$ cat config.mk
export PLATFORM = sky130hd
export DESIGN_NAME = varint_length_field_deframer
export DESIGN_NICKNAME = d
export VERILOG_FILES = /design/src/design/vlfd_pkg.sv /design/src/design/varint_length_field_deframer.sv /design/src/design/vlfd_front.sv /design/src/design/vlfd_queue.sv /design/src/design/vlfd_back.sv
export VERILOG_INCLUDE_DIRS = /design/src /design/src/design
export SDC_FILE = /design/constraint.sdc
export NUM_CORES = 1
export LEC_CHECK = 0
export CORE_ASPECT_RATIO = 1.25
export CORE_MARGIN = 4
export CORE_UTILIZATION = 50
export CTS_BUF_LIST = sky130_fd_sc_hd__clkbuf_2 sky130_fd_sc_hd__clkbuf_4 sky130_fd_sc_hd__clkbuf_8
export CTS_CLUSTER_SIZE = 24
export DETAILED_ROUTE_END_ITERATION = 10
export DONT_BUFFER_PORTS = 1
export PLACE_DENSITY_LB_ADDON = 0.05
export SYNTH_ARGS = -nofsm -noshare
export SYNTH_HDL_FRONTEND = slang
export SYNTH_SLANG_ARGS = --single-unit
$ cat constraint.sdc
create_clock -name aclk -period 11.3 [get_ports aclk]
set_clock_uncertainty 0.2 [all_clocks]
set_input_delay 0 -clock aclk [delete_from_list [all_inputs] [get_ports aclk]]
set_output_delay 0 -clock aclk [all_outputs]
set_load 0.02 [all_outputs]
$ cat src/design/varint_length_field_deframer_defines.svh
// Assertion macros shared by the deframer RTL.
`ifndef VARINT_LENGTH_FIELD_DEFRAMER_DEFINES_SVH
`define VARINT_LENGTH_FIELD_DEFRAMER_DEFINES_SVH
`ifndef SYNTHESIS
// Same-cycle implication, disabled while reset is asserted.
`define VLFD_ASSERT_IMP(lbl, clk, rstn, ante, cons, msg) \
    lbl: assert property (@(posedge clk) disable iff (!(rstn)) (ante) |-> (cons)) \
        else $error(msg);
// Next-cycle implication, disabled while reset is asserted.
`define VLFD_ASSERT_NXT(lbl, clk, rstn, ante, cons, msg) \
    lbl: assert property (@(posedge clk) disable iff (!(rstn)) (ante) |=> (cons)) \
        else $error(msg);
`else
`define VLFD_ASSERT_IMP(lbl, clk, rstn, ante, cons, msg)
`define VLFD_ASSERT_NXT(lbl, clk, rstn, ante, cons, msg)
`endif
`endif

$ cat src/design/vlfd_pkg.sv
// Shared types and constants for the length-prefixed field deframer.
package vlfd_pkg;

    localparam int CFG_W       = 5;
    localparam int IDX_W       = 4;
    localparam int FLEN_W      = 32;
    localparam int QUEUE_DEPTH = 2;

    localparam logic [CFG_W-1:0] FIELD_LIMIT_RST = 5'd16;
    localparam logic [IDX_W-1:0] IDX_MAX         = 4'd15;

    typedef enum logic [1:0] {
        KIND_OPCODE,
        KIND_FLAGS,
        KIND_LENGTH,
        KIND_PAYLOAD
    } kind_t;

    typedef enum logic [1:0] {
        ERR_NONE,
        ERR_TRUNC,
        ERR_TOO_LONG,
        ERR_TOO_MANY
    } err_t;

    typedef struct packed {
        kind_t              kind;
        logic [7:0]         data;
        logic [IDX_W-1:0]   field_index;
        logic               length_done;
        logic [FLEN_W-1:0]  field_length;
        logic               field_end;
        logic               packet_end;
        err_t               error;
    } result_t;

endpackage

$ cat src/design/varint_length_field_deframer.sv
// Top level of the base-128 length-prefixed field deframer.
//
//  port group | dir | payload
//  s_*        | in  | tdata[7:0] raw byte, tlast final byte of packet
//  m_*        | out | tdata classified byte word, tuser kind, tlast packet end
//  cfg_*      | in  | wdata field limit, written while wen is high
//
// One byte per clock sustained while s_tready is high; the classifier updates
// all packet state in the cycle a byte is taken. Each result is written into
// the queue and then into the output register. Reset is synchronous, active
// low, and clears packet state and sets the field limit to 16.
// A stalled output fills the two-word queue, after which s_tready drops.
module varint_length_field_deframer #(
    parameter int MAX_FIELDS  = 16,
    parameter int LENGTH_BITS = 32
) (
    input  logic                       aclk,
    input  logic                       aresetn,
    input  logic                       s_tvalid,
    output logic                       s_tready,
    input  logic [7:0]                 s_tdata,   // in_byte
    input  logic                       s_tlast,
    output logic                       m_tvalid,
    input  logic                       m_tready,
    // out_byte[7:0], field_index[11:8], length_done[12], field_length[44:13],
    // field_end[45], error[47:46]
    output logic [47:0]                m_tdata,
    output logic [1:0]                 m_tuser,   // kind
    output logic                       m_tlast,
    input  logic                       cfg_wen,
    input  logic [vlfd_pkg::CFG_W-1:0] cfg_wdata
);
    import vlfd_pkg::*;

    result_t front_res;
    result_t queue_res;
    logic    queue_valid;
    logic    back_ready;

    vlfd_front #(
        .MAX_FIELDS (MAX_FIELDS),
        .LENGTH_BITS(LENGTH_BITS)
    ) u_front (
        .aclk     (aclk),
        .aresetn  (aresetn),
        .accept   (s_tvalid && s_tready),
        .in_byte  (s_tdata),
        .last_byte(s_tlast),
        .cfg_wen  (cfg_wen),
        .cfg_wdata(cfg_wdata),
        .res      (front_res)
    );

    vlfd_queue u_queue (
        .aclk     (aclk),
        .aresetn  (aresetn),
        .in_valid (s_tvalid),
        .in_ready (s_tready),
        .in_res   (front_res),
        .out_valid(queue_valid),
        .out_ready(back_ready),
        .out_res  (queue_res)
    );

    vlfd_back u_back (
        .aclk    (aclk),
        .aresetn (aresetn),
        .in_valid(queue_valid),
        .in_ready(back_ready),
        .in_res  (queue_res),
        .m_tvalid(m_tvalid),
        .m_tready(m_tready),
        .m_tdata (m_tdata),
        .m_tuser (m_tuser),
        .m_tlast (m_tlast)
    );

endmodule

$ cat src/design/vlfd_front.sv
// Front end: byte classifier, length decoder and packet state.
`include "varint_length_field_deframer_defines.svh"
module vlfd_front #(
    parameter int MAX_FIELDS  = 16,
    parameter int LENGTH_BITS = 32
) (
    input  logic                      aclk,
    input  logic                      aresetn,
    input  logic                      accept,
    input  logic [7:0]                in_byte,
    input  logic                      last_byte,
    input  logic                      cfg_wen,
    input  logic [vlfd_pkg::CFG_W-1:0] cfg_wdata,
    output vlfd_pkg::result_t         res
);
    import vlfd_pkg::*;

    localparam int GROUPS = (LENGTH_BITS + 6) / 7;
    localparam int GC_W   = $clog2(GROUPS + 1);
    localparam int WIDE_W = 7 * GROUPS + 7;
    localparam int FC_W   = $clog2(MAX_FIELDS + 1);
    localparam logic [CFG_W-1:0] MAX_F5 = CFG_W'(MAX_FIELDS);

    typedef enum logic [2:0] {
        PH_OPCODE,
        PH_FLAGS,
        PH_LENGTH,
        PH_PAYLOAD,
        PH_DRAIN
    } phase_t;

    phase_t                 phase_reg, phase_next;
    logic [LENGTH_BITS-1:0] acc_reg, acc_next;
    logic [GC_W-1:0]        gc_reg, gc_next;
    logic [LENGTH_BITS-1:0] rem_reg, rem_next;
    logic [FC_W-1:0]        fc_reg, fc_next;
    err_t                   err_reg, err_next;
    logic [CFG_W-1:0]       limit_reg;

    logic [CFG_W-1:0]       lim_eff;
    logic [CFG_W-1:0]       fc5;
    logic [IDX_W-1:0]       idx_clamp;
    logic [WIDE_W-1:0]      wide;
    logic                   over;
    logic [LENGTH_BITS-1:0] acc_new;

    always_comb begin
        if (limit_reg == '0) begin
            lim_eff = CFG_W'(1);
        end else if (limit_reg > MAX_F5) begin
            lim_eff = MAX_F5;
        end else begin
            lim_eff = limit_reg;
        end
        fc5       = CFG_W'(fc_reg);
        idx_clamp = (fc5 > CFG_W'(IDX_MAX)) ? IDX_MAX : fc5[IDX_W-1:0];
    end

    // place the seven data bits at the current group position
    always_comb begin
        wide = '0;
        for (int g = 0; g <= GROUPS; g++) begin
            if (gc_reg == GC_W'(g)) begin
                wide = WIDE_W'(in_byte[6:0]) << (7 * g);
            end
        end
        over    = |wide[WIDE_W-1:LENGTH_BITS];
        acc_new = acc_reg | wide[LENGTH_BITS-1:0];
    end

    always_comb begin
        phase_next = phase_reg;
        acc_next   = acc_reg;
        gc_next    = gc_reg;
        rem_next   = rem_reg;
        fc_next    = fc_reg;
        err_next   = err_reg;
        res            = '0;
        res.kind       = KIND_OPCODE;
        res.data       = in_byte;
        res.packet_end = last_byte;

        unique case (phase_reg)
            PH_OPCODE: begin
                res.kind = KIND_OPCODE;
                if (last_byte) begin
                    err_next = ERR_TRUNC;
                end else begin
                    phase_next = PH_FLAGS;
                end
            end
            PH_FLAGS: begin
                res.kind   = KIND_FLAGS;
                phase_next = PH_LENGTH;
                acc_next   = '0;
                gc_next    = '0;
            end
            PH_LENGTH: begin
                res.kind        = KIND_LENGTH;
                res.field_index = idx_clamp;
                if (gc_reg == '0 && fc5 >= lim_eff) begin
                    err_next = ERR_TOO_MANY;
                end else if (over) begin
                    err_next = ERR_TOO_LONG;
                end else begin
                    if (gc_reg != GC_W'(GROUPS)) begin
                        gc_next = gc_reg + GC_W'(1);
                    end
                    if (in_byte[7]) begin
                        acc_next = acc_new;
                        if (last_byte) begin
                            err_next = ERR_TRUNC;
                        end
                    end else begin
                        res.length_done  = 1'b1;
                        res.field_length = FLEN_W'(acc_new);
                        acc_next         = '0;
                        if (acc_new == '0) begin
                            res.field_end = 1'b1;
                            fc_next       = fc_reg + FC_W'(1);
                            gc_next       = '0;
                        end else begin
                            rem_next   = acc_new;
                            phase_next = PH_PAYLOAD;
                            if (last_byte) begin
                                err_next = ERR_TRUNC;
                            end
                        end
                    end
                end
            end
            PH_PAYLOAD: begin
                res.kind        = KIND_PAYLOAD;
                res.field_index = idx_clamp;
                rem_next        = rem_reg - LENGTH_BITS'(1);
                if (rem_reg == LENGTH_BITS'(1)) begin
                    res.field_end = 1'b1;
                    fc_next       = fc_reg + FC_W'(1);
                    phase_next    = PH_LENGTH;
                    acc_next      = '0;
                    gc_next       = '0;
                end else if (last_byte) begin
                    err_next = ERR_TRUNC;
                end
            end
            PH_DRAIN: begin
                res.kind        = KIND_PAYLOAD;
                res.field_index = idx_clamp;
            end
            default: begin
                res.kind        = KIND_PAYLOAD;
                res.field_index = idx_clamp;
                phase_next      = PH_DRAIN;
            end
        endcase

        // hold the first error code and drop the rest of the packet
        if (err_next != ERR_NONE) begin
            phase_next = PH_DRAIN;
        end
        res.error = err_next;

        if (last_byte) begin
            phase_next = PH_OPCODE;
            acc_next   = '0;
            gc_next    = '0;
            rem_next   = '0;
            fc_next    = '0;
            err_next   = ERR_NONE;
        end
    end

    always_ff @(posedge aclk) begin
        if (!aresetn) begin
            phase_reg <= PH_OPCODE;
            acc_reg   <= '0;
            gc_reg    <= '0;
            rem_reg   <= '0;
            fc_reg    <= '0;
            err_reg   <= ERR_NONE;
            limit_reg <= FIELD_LIMIT_RST;
        end else begin
            if (accept) begin
                phase_reg <= phase_next;
                acc_reg   <= acc_next;
                gc_reg    <= gc_next;
                rem_reg   <= rem_next;
                fc_reg    <= fc_next;
                err_reg   <= err_next;
            end
            if (cfg_wen) begin
                limit_reg <= cfg_wdata;
            end
        end
    end

    `VLFD_ASSERT_IMP(a_drain_iff_error, aclk, aresetn, 1'b1, (phase_reg == PH_DRAIN) == (err_reg != ERR_NONE), "drain phase and error code disagree")
    `VLFD_ASSERT_NXT(a_error_sticky, aclk, aresetn, accept && !last_byte && err_reg != ERR_NONE, err_reg == $past(err_reg), "error code changed before packet end")
    `VLFD_ASSERT_IMP(a_field_count_bound, aclk, aresetn, 1'b1, fc5 <= MAX_F5, "field counter beyond maximum")

endmodule

$ cat src/design/vlfd_queue.sv
// Short result queue between the classifier and the output stage.
`include "varint_length_field_deframer_defines.svh"
module vlfd_queue (
    input  logic              aclk,
    input  logic              aresetn,
    input  logic              in_valid,
    output logic              in_ready,
    input  vlfd_pkg::result_t in_res,
    output logic              out_valid,
    input  logic              out_ready,
    output vlfd_pkg::result_t out_res
);
    import vlfd_pkg::*;

    localparam int PTR_W = $clog2(QUEUE_DEPTH);
    localparam int CNT_W = $clog2(QUEUE_DEPTH + 1);

    result_t          q_mem [QUEUE_DEPTH];
    logic [PTR_W-1:0] wr_ptr_reg, rd_ptr_reg;
    logic [CNT_W-1:0] count_reg;
    logic             push, pop;

    assign in_ready  = count_reg != CNT_W'(QUEUE_DEPTH);
    assign out_valid = count_reg != '0;
    assign push      = in_valid && in_ready;
    assign pop       = out_valid && out_ready;
    assign out_res   = q_mem[rd_ptr_reg];

    always_ff @(posedge aclk) begin
        if (push) begin
            q_mem[wr_ptr_reg] <= in_res;
        end
    end

    always_ff @(posedge aclk) begin
        if (!aresetn) begin
            wr_ptr_reg <= '0;
            rd_ptr_reg <= '0;
            count_reg  <= '0;
        end else begin
            if (push) begin
                wr_ptr_reg <= (wr_ptr_reg == PTR_W'(QUEUE_DEPTH - 1)) ? '0
                                                                       : wr_ptr_reg + PTR_W'(1);
            end
            if (pop) begin
                rd_ptr_reg <= (rd_ptr_reg == PTR_W'(QUEUE_DEPTH - 1)) ? '0
                                                                       : rd_ptr_reg + PTR_W'(1);
            end
            if (push && !pop) begin
                count_reg <= count_reg + CNT_W'(1);
            end else if (pop && !push) begin
                count_reg <= count_reg - CNT_W'(1);
            end
        end
    end

    `VLFD_ASSERT_IMP(a_count_bound, aclk, aresetn, 1'b1, count_reg <= CNT_W'(QUEUE_DEPTH), "queue count beyond depth")
    `VLFD_ASSERT_NXT(a_push_into_empty, aclk, aresetn, push && !pop && count_reg == '0, count_reg == CNT_W'(1) && out_valid, "word pushed into empty queue not visible")

endmodule

$ cat src/design/vlfd_back.sv
// Back end: output register and stream packing of result words.
module vlfd_back (
    input  logic              aclk,
    input  logic              aresetn,
    input  logic              in_valid,
    output logic              in_ready,
    input  vlfd_pkg::result_t in_res,
    output logic              m_tvalid,
    input  logic              m_tready,
    output logic [47:0]       m_tdata,
    output logic [1:0]        m_tuser,
    output logic              m_tlast
);
    import vlfd_pkg::*;

    logic    valid_reg;
    result_t res_reg;

    // load a new word whenever the register is empty or being drained
    assign in_ready = !valid_reg || m_tready;

    always_ff @(posedge aclk) begin
        if (!aresetn) begin
            valid_reg <= 1'b0;
        end else if (in_ready) begin
            valid_reg <= in_valid;
        end
    end

    always_ff @(posedge aclk) begin
        if (in_ready && in_valid) begin
            res_reg <= in_res;
        end
    end

    assign m_tvalid = valid_reg;
    assign m_tdata  = {res_reg.error, res_reg.field_end, res_reg.field_length,
                       res_reg.length_done, res_reg.field_index, res_reg.data};
    assign m_tuser  = res_reg.kind;
    assign m_tlast  = res_reg.packet_end;

endmodule

# ---- Word level (Yosys, flattened, before mapping)
# Memories as Yosys holds them, arrays and structs flattened. A register that Yosys moved wholly into a read port is not among the register bits.
# Cells that the tools add are included.
dict set report totals {
  reg_bits 87
  ramBits 102
  input_bits 19
  output_inout_bits 53
  elab_cells 138
  n_memories 1
}
dict set report op_classes {
  addsub 7
  magnitude_cmp 3
  eq_ne 24
  mux 67
  bitwise 1
  n_reduce_logical 24
}
# name depth width rd rd_clocked_by_memory_dff write_ports line_no
set mem_list {}
lappend mem_list {u_queue.q_mem 2 51 1 1 1 vlfd_queue.sv:18} ;# result_t q_mem [QUEUE_DEPTH];
# cell count
set op_table {}
lappend op_table {{two-way mux 32 bit} 10}
lappend op_table {{two-way mux 42 bit} 5}
lappend op_table {{two-way mux 34 bit} 3}
lappend op_table {{one-hot mux 32 bit (3 select lines)} 1}
lappend op_table {{one-hot mux 32 bit (2 select lines)} 1}
lappend op_table {{two-way mux 3 bit} 14}
lappend op_table {{two-way mux 5 bit} 8}
lappend op_table {{two-way mux 33 bit} 1}
lappend op_table {{equality test 32 x 1 -> 1 bit, second input constant} 1}
lappend op_table {{logical NOT 32 bit} 1}
lappend op_table {{bitwise OR 32 bit} 1}
lappend op_table {{subtractor 32 x 1 -> 32 bit, second input constant} 1}
lappend op_table {{two-way mux 2 bit} 9}
lappend op_table {{inequality test 3 bit, second input constant} 5}
lappend op_table {{one-hot mux 3 bit (5 select lines)} 1}
lappend op_table {{AND reduction 7 bit} 2}
lappend op_table {{equality test 3 x 2 -> 1 bit, second input constant} 4}
lappend op_table {{inequality test 4 bit, second input constant} 3}
lappend op_table {{one-hot mux 2 bit (3 select lines)} 2}
lappend op_table {{one-hot mux 5 bit (2 select lines)} 1}
lappend op_table {{OR reduction 10 bit} 1}
lappend op_table {{equality test 3 bit, second input constant} 3}
lappend op_table {{inequality test 3 x 2 -> 1 bit, second input constant} 3}
lappend op_table {{one-hot mux 3 bit (3 select lines)} 1}
lappend op_table {{other kinds (27)} 44}

# ---- Depth between registers and ports, before layout
# Gate-level depths: netlist (run 1).
dict set report depth {
  ltp_word 17
  ltp_mapped 14
  ltp_nobuf 12
}

# ---- Cells and area by module
# From an unflattened synthesis (run 1), not the netlist that was laid out.
dict set report hier_totals {
  hier_cells 946
  hier_area_um2 10617.7
}
# module instances cells_per_inst area_per_inst_um2 seq_area_each_um2
set modules_own_cells {}
lappend modules_own_cells {vlfd_front 1 706 5112.4 1641.6}
lappend modules_own_cells {vlfd_queue 1 183 3910.0 3163.0}
lappend modules_own_cells {vlfd_back 1 56 1589.0 1551.5}
lappend modules_own_cells {varint_length_field_deframer 1 1 6.3 0.0}

# ---- Least setup slack after synthesis (run 1)
# Ideal clock, no wire load.
dict set report synth_timing {
  path_kind {reg-to-reg}
  startpoint {reg u_back.valid_reg, in the netlist u_back.m_tvalid}
  endpoint {reg u_queue.count_reg[1]}
  setup_ns 0.076
  arrival_ns 3.781
  required_time_ns 11.024
  slack_ns 7.243
  stages_incl_launch_ff 7
  period_less_slack_ns 4.057
  path_cell_list {dfxtp_1 > nor2b_1 > nor2_1 > inv_1 > ha_1 > or3_1 > a21boi_0}
}
dict set report synth_between {
  elab_chain_len 6
}
# item line_no
set synth_lines {}
lappend synth_lines {{from (decl)} vlfd_back.sv:16} ;# logic valid_reg;
lappend synth_lines {{from (signal assigned)} vlfd_back.sv:26} ;# valid_reg <= in_valid;
lappend synth_lines {{logical NOT 1 bit *} vlfd_back.sv:20} ;# assign in_ready = !valid_reg || m_tready;
lappend synth_lines {{logical OR 1 bit *} vlfd_back.sv:20}
lappend synth_lines {{logical AND 1 bit *} vlfd_queue.sv:26} ;# assign pop = out_valid && out_ready;
lappend synth_lines {{net u_queue.pop} vlfd_queue.sv:21} ;# logic push, pop;
lappend synth_lines {{logical NOT 1 bit} vlfd_queue.sv:49} ;# if (push && !pop) begin
lappend synth_lines {{logical AND 1 bit} vlfd_queue.sv:49}
lappend synth_lines {{two-way mux 2 bit / nonzero test 2 bit (equally long branches)} -}
lappend synth_lines {{to (signal assigned)} vlfd_queue.sv:50} ;# count_reg <= count_reg + CNT_W'(1);
lappend synth_lines {{to (signal assigned)} vlfd_queue.sv:52} ;# count_reg <= count_reg - CNT_W'(1);
lappend synth_lines {{to (decl)} vlfd_queue.sv:20} ;# logic [CNT_W-1:0] count_reg;
# The timed path passes the listed nets; every way through them passes the cells marked *.
# A chain may end at the register's enable or synchronous reset.

# ---- Final worst setup path (run 1)
dict set report layout_timing {
  startpoint {reg u_front.gc_reg[0]}
  endpoint {reg u_front.rem_reg[2]}
}
dict set report layout_between {
  elab_chain_len 14
}
# item line_no
set layout_lines {}
lappend layout_lines {{from (decl)} vlfd_front.sv:34} ;# logic [GC_W-1:0] gc_reg, gc_next;
lappend layout_lines {{from (signal assigned)} vlfd_front.sv:186} ;# gc_reg <= gc_next;
lappend layout_lines {{logical NOT 3 bit} {vlfd_front.sv:63, vlfd_front.sv:101}}
lappend layout_lines {{two-way mux 7 bit} vlfd_front.sv:63} ;# if (gc_reg == GC_W'(g)) begin
lappend layout_lines {{two-way mux 42 bit (5 in series)} vlfd_front.sv:63}
lappend layout_lines {{bitwise OR 32 bit} vlfd_front.sv:68} ;# acc_new = acc_reg | wide[LENGTH_BITS-1:0];
lappend layout_lines {{two-way mux 32 bit} vlfd_front.sv:118} ;# if (acc_new == '0) begin
lappend layout_lines {{two-way mux 32 bit} vlfd_front.sv:109} ;# if (in_byte[7]) begin
lappend layout_lines {{two-way mux 32 bit} vlfd_front.sv:103} ;# end else if (over) begin
lappend layout_lines {{two-way mux 32 bit} vlfd_front.sv:101} ;# if (gc_reg == '0 && fc5 >= lim_eff) begin
lappend layout_lines {{one-hot mux 32 bit (2 select lines)} vlfd_front.sv:83} ;# unique case (phase_reg)
lappend layout_lines {{two-way mux 32 bit} vlfd_front.sv:163} ;# if (last_byte) begin
lappend layout_lines {{to (signal assigned)} vlfd_front.sv:187} ;# rem_reg <= rem_next;
lappend layout_lines {{to (decl)} vlfd_front.sv:35} ;# logic [LENGTH_BITS-1:0] rem_reg, rem_next;
# Several ways; a longest one is shown, not always the timed one. The select of a mux whose other input is x is not followed.

==> run summary, run 1 <==
Htree depth -> 2
Clock transition at the registers of the reported paths -> 0.06 ns
CTS-repair resized insts -> 0
Most common cell after layout, fill and taps aside -> edfxtp_1
DR iter-0 viols -> 603
Gr ovfl total -> 0
Delay-heaviest family, CP -> simple AND/OR/NAND/NOR gates
GP Congestion -> 0.8524
RSZ-0062 raised after global routing -> false
Number of synthesis warnings -> 0
Syn Nets -> 976
Post-CTS Setup Inserts -> 0
Fin crit share -> 38.14%
Combinational group share of total power -> 14.2%
Net count, final -> 1005
Rel. slew slack -> 26.85%
# Max-Cap Violations -> 0
Distinct cells, synth -> 71
Tot GR Track Use -> 21.85%
Max reg flops -> 102
P_int -> 1.708 mW
Vias -> 7551
Place WS -> 7.016 ns
Clock power share -> 32.0%
Number of flops mapped to enable cells by yosys -> 153
I/O pin cnt -> 72
Share of post-route cells with drive strength above 1 -> 14.49%
Required time worst endpoint -> 11.52 ns
Clock Latency Late Sink -> 0.54 ns
CP endpoint kind -> flip-flop
Initial antenna violation count -> 0
Fin cells -> 1275
Worst-Margin Slew -> 1.094 ns
Core Util, Final -> 57.34%
Root Driver -> clkbuf_8
Seq/Total Area, Yosys -> 59.66%
Max Freq -> 232.0 MHz
Max-slew violations -> 0
Commonest register cell after synthesis -> edfxtp_1
Mapped Area -> 0.01062 mm²
Critical setup path kind -> reg -> reg
Asr flop ratio synth -> 0%
Worst Hold Launch -> s_tvalid
Die area -> 0.02365 mm²
WP buf/inv -> 0
Vias in the first global route -> 7271
Biggest register -> u_queue.q_mem
Run status -> finished clean
N_diodes -> 0
Flop pwr share -> 53.8%
Synthesized flop and latch total -> 240
Hold Path Class -> in -> reg
PnR worst setup slack -> 6.990 ns
Num Clock Sinks -> 240
CP cell instances -> ha_1, ha_1, nor2b_1, a2111oi_0, nand4_1, nor4_1, or3_1, nor2_1, a22oi_1, nor2b_1
Switching pwr -> 0.7324 mW
Area Overhead vs Synth -> 12.79%
Core Footprint -> 0.02089 mm²
Largest stage delay, worst path -> 0.79 ns
Pwr/cell area -> 203.7 mW/mm²
Final wirelength -> 26060 µm
Initial Util -> 50.84%
Setup TNS -> 0 ns
CTS Buf Count -> 39
CP max FO -> 25
Minimum clock period -> 4.310 ns
Mean routed wirelength per cell -> 20.44 µm
First-pass GRT wire length -> 41240 µm
DR DRC count -> 0
Detailed Routing Iterations Pass 1 -> 5
Tot Pwr -> 2.441 mW
DP Cell Count -> 1175
DIE HEIGHT -> 170.9 µm
Arr. time, crit path -> 4.53 ns
Slowest CP cell -> or3_1
Leakage -> 4.139 nW
Vias/cell -> 5.922
Post-Syn Instances -> 942
FP Rows -> 59
CTS tree -> yes
Worst vdd ir -> 0.1847 mV
Hpwl dp -> 17000 µm
Reg2reg start -> u_front.gc_reg[0]
CTS Buffer Depth -> 3
Switching share of total power -> 30.01%
Crit path from -> u_front.gc_reg[0]
Most frequent cells in the layout -> edfxtp_1, nor2_1, dfxtp_1, a21oi_1, nand2_1
Detail Route Antenna Nets -> 0
CP startpoint kind -> flip-flop
Setup violators final -> 0
Port Buffers -> 0
Final Hold Fails -> 0
Largest net degree at the start of global routing -> 78
Die W -> 138.4 µm
Syn Area/Cell -> 11.27 µm²
-- through the flow --
step	instance area (µm²)	hold slack, ns
after floorplan	10620	-0.1011
after global placement	10860	-0.1004
after detailed placement	10860	-0.1005
after CTS	11980	0.01738
after global routing	11980	0.05121
final	11980	0.01281
-- cell families (layout without fill, tap and decap cells) --
group                      after synthesis  count (layout)  synth area share (%)
xor gates and xnor gates                12              12                0.9896
DFF                                    240             240                 59.66
buffers and inverters                   71             130                 2.674
AOI/OAI and AO/OA                      219             219                 13.10
adders and majority gates               16              16                 1.861
muxes                                   55              55                 5.785
and+or+nand+nor                        329             329                 15.93
-- cell type report --
| cell class | instances | area, µm² |
|---|---|---|
| timing repair buffer | 39 | 382.9 |
| clock inverter | 18 | 140.1 |
| sequential | 240 | 6337 |
| fill | 1761 | 8912 |
| tap | 274 | 342.8 |
| clock buffer | 53 | 673.1 |
| inverter | 20 | 75.07 |
| multi-input combinational | 631 | 4028 |
-- worst register-to-register path, cell delays in order, from the launching register on --
cell and delay [ns]:
dfxtp_1 0.40, ha_1 0.18, ha_1 0.39, nor2b_1 0.17, a2111oi_0 0.52, nand4_1 0.28
nor4_1 0.56, or3_1 0.79, nor2_1 0.37, a22oi_1 0.27, nor2b_1 0.06
-- timing repair --
item,4_1_cts,5_1_grt
setup endpoints to repair,0,0
hold buffers,29,0
endpoints found under the hold margin,153,0
-- Yosys cell counts (5+ instances only) --
library cell / n / area [µm²]
xnor2_1: 6 / 52.55
nand3_1: 14 / 70.07
o21ai_0: 48 / 240.2
nor2b_1: 40 / 250.2
nor3_1: 30 / 150.1
a31oi_1: 15 / 93.84
dfxtp_1: 87 / 1742
buf_2: 5 / 25.02
a21boi_1: 8 / 60.06
a211oi_1: 6 / 45.04
nand2b_1: 6 / 37.54
nor4_1: 14 / 87.58
nand4_1: 10 / 62.56
or3_1: 18 / 112.6
xor2_1: 6 / 52.55
mux2_2: 51 / 574.3
or4_1: 5 / 37.54
nor2_1: 101 / 379.1
nand2_1: 52 / 195.2
and2_1: 13 / 81.33
o21a_1: 5 / 37.54
clkbuf_1: 43 / 161.4
a22oi_1: 10 / 75.07
o22ai_1: 6 / 37.54
inv_1: 20 / 75.07
edfxtp_1: 153 / 4594
a21oi_1: 60 / 300.3
a21boi_0: 26 / 195.2
ha_1: 15 / 187.7
-- worst paths after layout --
path | to | slack, ns | depth (start not counted)
worst max-delay path | u_front.rem_reg[2] | 6.99 | 10
worst min-delay path | u_queue.q_mem[1][0] | 0.01 | 2
worst max register to register | u_front.rem_reg[2] | 6.99 | 10
worst min register to register | u_front.acc_reg[31] | 0.26 | 2
-- metal layers --
metal	track usage [%]	share of wire, %	vias up
met5	0	0	-
met4	6.747	2.4	0
li1	-	-	3551
met3	3.271	5.4	50
met1	29.86	44	3701
met2	36.43	48	249
-- power groups by stage --
stage | logic [mW] | registers [mW] | clock network (mW)
floorplan | 0.256 | 1.32 | 0
detailed placement | 0.331 | 1.34 | 0
finish | 0.346 | 1.31 | 0.780
CTS | 0.352 | 1.32 | 0.798
global placement | 0.324 | 1.33 | 0
global route | 0.384 | 1.33 | 0.837
(Power assumes the default switching activity.)
==> run 2, diff against run 1 <==
==> constraint.sdc (replaced) <==
create_clock -name aclk -period 4 [get_ports aclk]
set_clock_uncertainty 0.2 [all_clocks]
set_input_delay 0 -clock aclk [delete_from_list [all_inputs] [get_ports aclk]]
set_output_delay 0 -clock aclk [all_outputs]
set_load 0.02 [all_outputs]
==> run 2 against run 1 <==
Critical endpoint is now u_front.fc5[4]. Critical path depth is the same. Register-to-register slack lost 6.6 ns. First-iteration DRC count shrank 1.8%. Non-clock buffer count grew 22. Sequential share of layout area shrank 0.77 points. Clock-buffer cell count grew 3. Largest power group unchanged. Power grew to 2.8 times the previous value. Combinational power grew to 2.8 times the previous value. Die area is the same.
==> run summary, run 2 (same netlist as run 1, synthesis figures left out) <==
Run status -> finished clean
Fin cells -> 1295 (+1.6%)
Pwr/cell area -> 571.5 mW/mm² (+180%)
Vias -> 7705 (+2.0%)
Initial Util -> 50.84% (unchanged)
Tot Pwr -> 6.947 mW (+180%)
Final wirelength -> 27120 µm (+4.1%)
Net count, final -> 1027 (+2.2%)
Rel. slew slack -> 28.96% (+2.1 points)
Root Driver -> clkbuf_8
Hpwl dp -> 18070 µm (+6.3%)
DIE HEIGHT -> 170.9 µm (unchanged)
DR DRC count -> 0 (unchanged)
Max reg flops -> 102 (unchanged)
CP endpoint kind -> flip-flop
DP Cell Count -> 1196 (+1.8%)
Worst vdd ir -> 0.6083 mV (+230%)
Detail Route Antenna Nets -> 0 (unchanged)
RSZ-0062 raised after global routing -> false
Die area -> 0.02365 mm² (unchanged)
Hold Path Class -> in -> reg
# Max-Cap Violations -> 0 (unchanged)
Share of post-route cells with drive strength above 1 -> 16.55% (+2.1 points)
Clock transition at the registers of the reported paths -> 0.06 ns (about the same)
CTS Buf Count -> 39 (unchanged)
Clock Latency Late Sink -> 0.53 ns (about the same)
Largest net degree at the start of global routing -> 78 (unchanged)
Setup violators final -> 0 (unchanged)
CP startpoint kind -> flip-flop
N_diodes -> 0 (unchanged)
Post-CTS Setup Inserts -> 0 (unchanged)
Most frequent cells in the layout -> edfxtp_1, nor2_1, dfxtp_1, a21oi_1, nand2_1
DR iter-0 viols -> 592 (-1.8%)
Max-slew violations -> 0 (unchanged)
Mean routed wirelength per cell -> 20.94 µm (+2.5%)
Core Util, Final -> 58.19% (+0.85 points)
Most common cell after layout, fill and taps aside -> edfxtp_1
Arr. time, crit path -> 3.89 ns (-0.64 ns)
Worst-Margin Slew -> 1.062 ns (-0.03149 ns)
Minimum clock period -> 3.616 ns (-0.6937 ns)
Fin crit share -> 90.40% (+52 points)
First-pass GRT wire length -> 42940 µm (+4.1%)
Area Overhead vs Synth -> 14.47%
Num Clock Sinks -> 240 (unchanged)
Biggest register -> u_queue.q_mem
Die W -> 138.4 µm (unchanged)
Detailed Routing Iterations Pass 1 -> 5 (unchanged)
Final Hold Fails -> 0 (unchanged)
Port Buffers -> 0 (unchanged)
Initial antenna violation count -> 0 (unchanged)
Setup TNS -> 0 ns (unchanged)
Critical setup path kind -> reg -> reg
Gr ovfl total -> 0 (unchanged)
Max Freq -> 276.6 MHz (+19%)
Leakage -> 4.252 nW (+2.7%)
Placed cell area -> 0.01101 mm² (+1.4%)
Tot GR Track Use -> 22.83% (+0.98 points)
Htree depth -> 2 (unchanged)
Vias/cell -> 5.950 (+0.46%)
Core Footprint -> 0.02089 mm² (unchanged)
Place WS -> 0.2715 ns (-6.744 ns)
PnR worst setup slack -> 0.3842 ns (-6.606 ns)
FP Rows -> 59 (unchanged)
CP max FO -> 10 (-60%)
Design Area, Final -> 0.01216 mm² (+1.5%)
Vias in the first global route -> 7478 (+2.8%)
I/O pin cnt -> 72 (unchanged)
CTS Buffer Depth -> 3 (unchanged)
GP Congestion -> 0.8789 (+3.1%)
Required time worst endpoint -> 4.27 ns (-7.25 ns)
Hold WS -> 0.08030 ns (+0.06749 ns)
CTS tree -> yes
[run 2: cell count changes in the layout (fill, tap and decap cells not counted), sizes merged]
cell / previous run / this run
buf: 11 / 32
dlygate4sd3: 28 / 29
clkinv: 14 / 9
clkbuf: 53 / 56
[run 2: final cells by class]
| class | instances | area (µm²) |
|---|---|---|
| flip-flops and latches | 240 | 6337 |
| inverters | 20 | 75.07 |
| clock inverters | 13 | 121.4 |
| clock buffers | 56 | 701.9 |
| fillers | 1760 | 8735 |
| multi-input cells | 631 | 4028 |
| repair buffers | 61 | 550.5 |
| well taps | 274 | 342.8 |
[run 2: power by group]
| group | total [mW] | internal (mW) | switching (mW) |
|---|---|---|---|
| sequential | 3.74 | 3.23 | 0.513 |
| combinational | 0.980 | 0.385 | 0.595 |
| clock | 2.23 | 1.27 | 0.961 |
| total | 6.95 | 4.88 | 2.07 |
[run 2: path summary, 6_finish.rpt]
kind	from	endpoint	slack [ns]	cells after the start
max reg2reg	u_front.gc_reg[0]	u_front.fc5[4]	0.38	10
min	s_tdata[3]	u_queue.q_mem[1][3]	0.08	6
min reg2reg	u_front.acc_reg[15]	u_front.acc_reg[15]	0.26	2
max	u_front.gc_reg[0]	u_front.fc5[4]	0.38	10
[run 2: repair_timing]
action                                  4_1_cts  5_1_grt
endpoints found under the setup margin        0        4
hold endpoints to repair                    177        0
resized for setup                             0        1
hold buffers                                 30        0
[run 2: critical path, cell delays in order, from the launching register on]
cell,delay [ns]
dfxtp_1,0.41
ha_1,0.18
ha_1,0.36
nor2b_1,0.18
a2111oi_0,0.53
nand4_1,0.32
nor4_2,0.34
o21ai_1,0.27
or3b_1,0.42
o21ai_0,0.19
and2_1,0.15
[run 2: routing by layer]
layer	global-route usage, %	vias up	part of all wire (%)
li1	-	3594	-
met1	31.20	3777	43
met2	37.15	280	48
met3	3.774	54	6.0
met4	8.337	0	2.9
met5	0	-	0
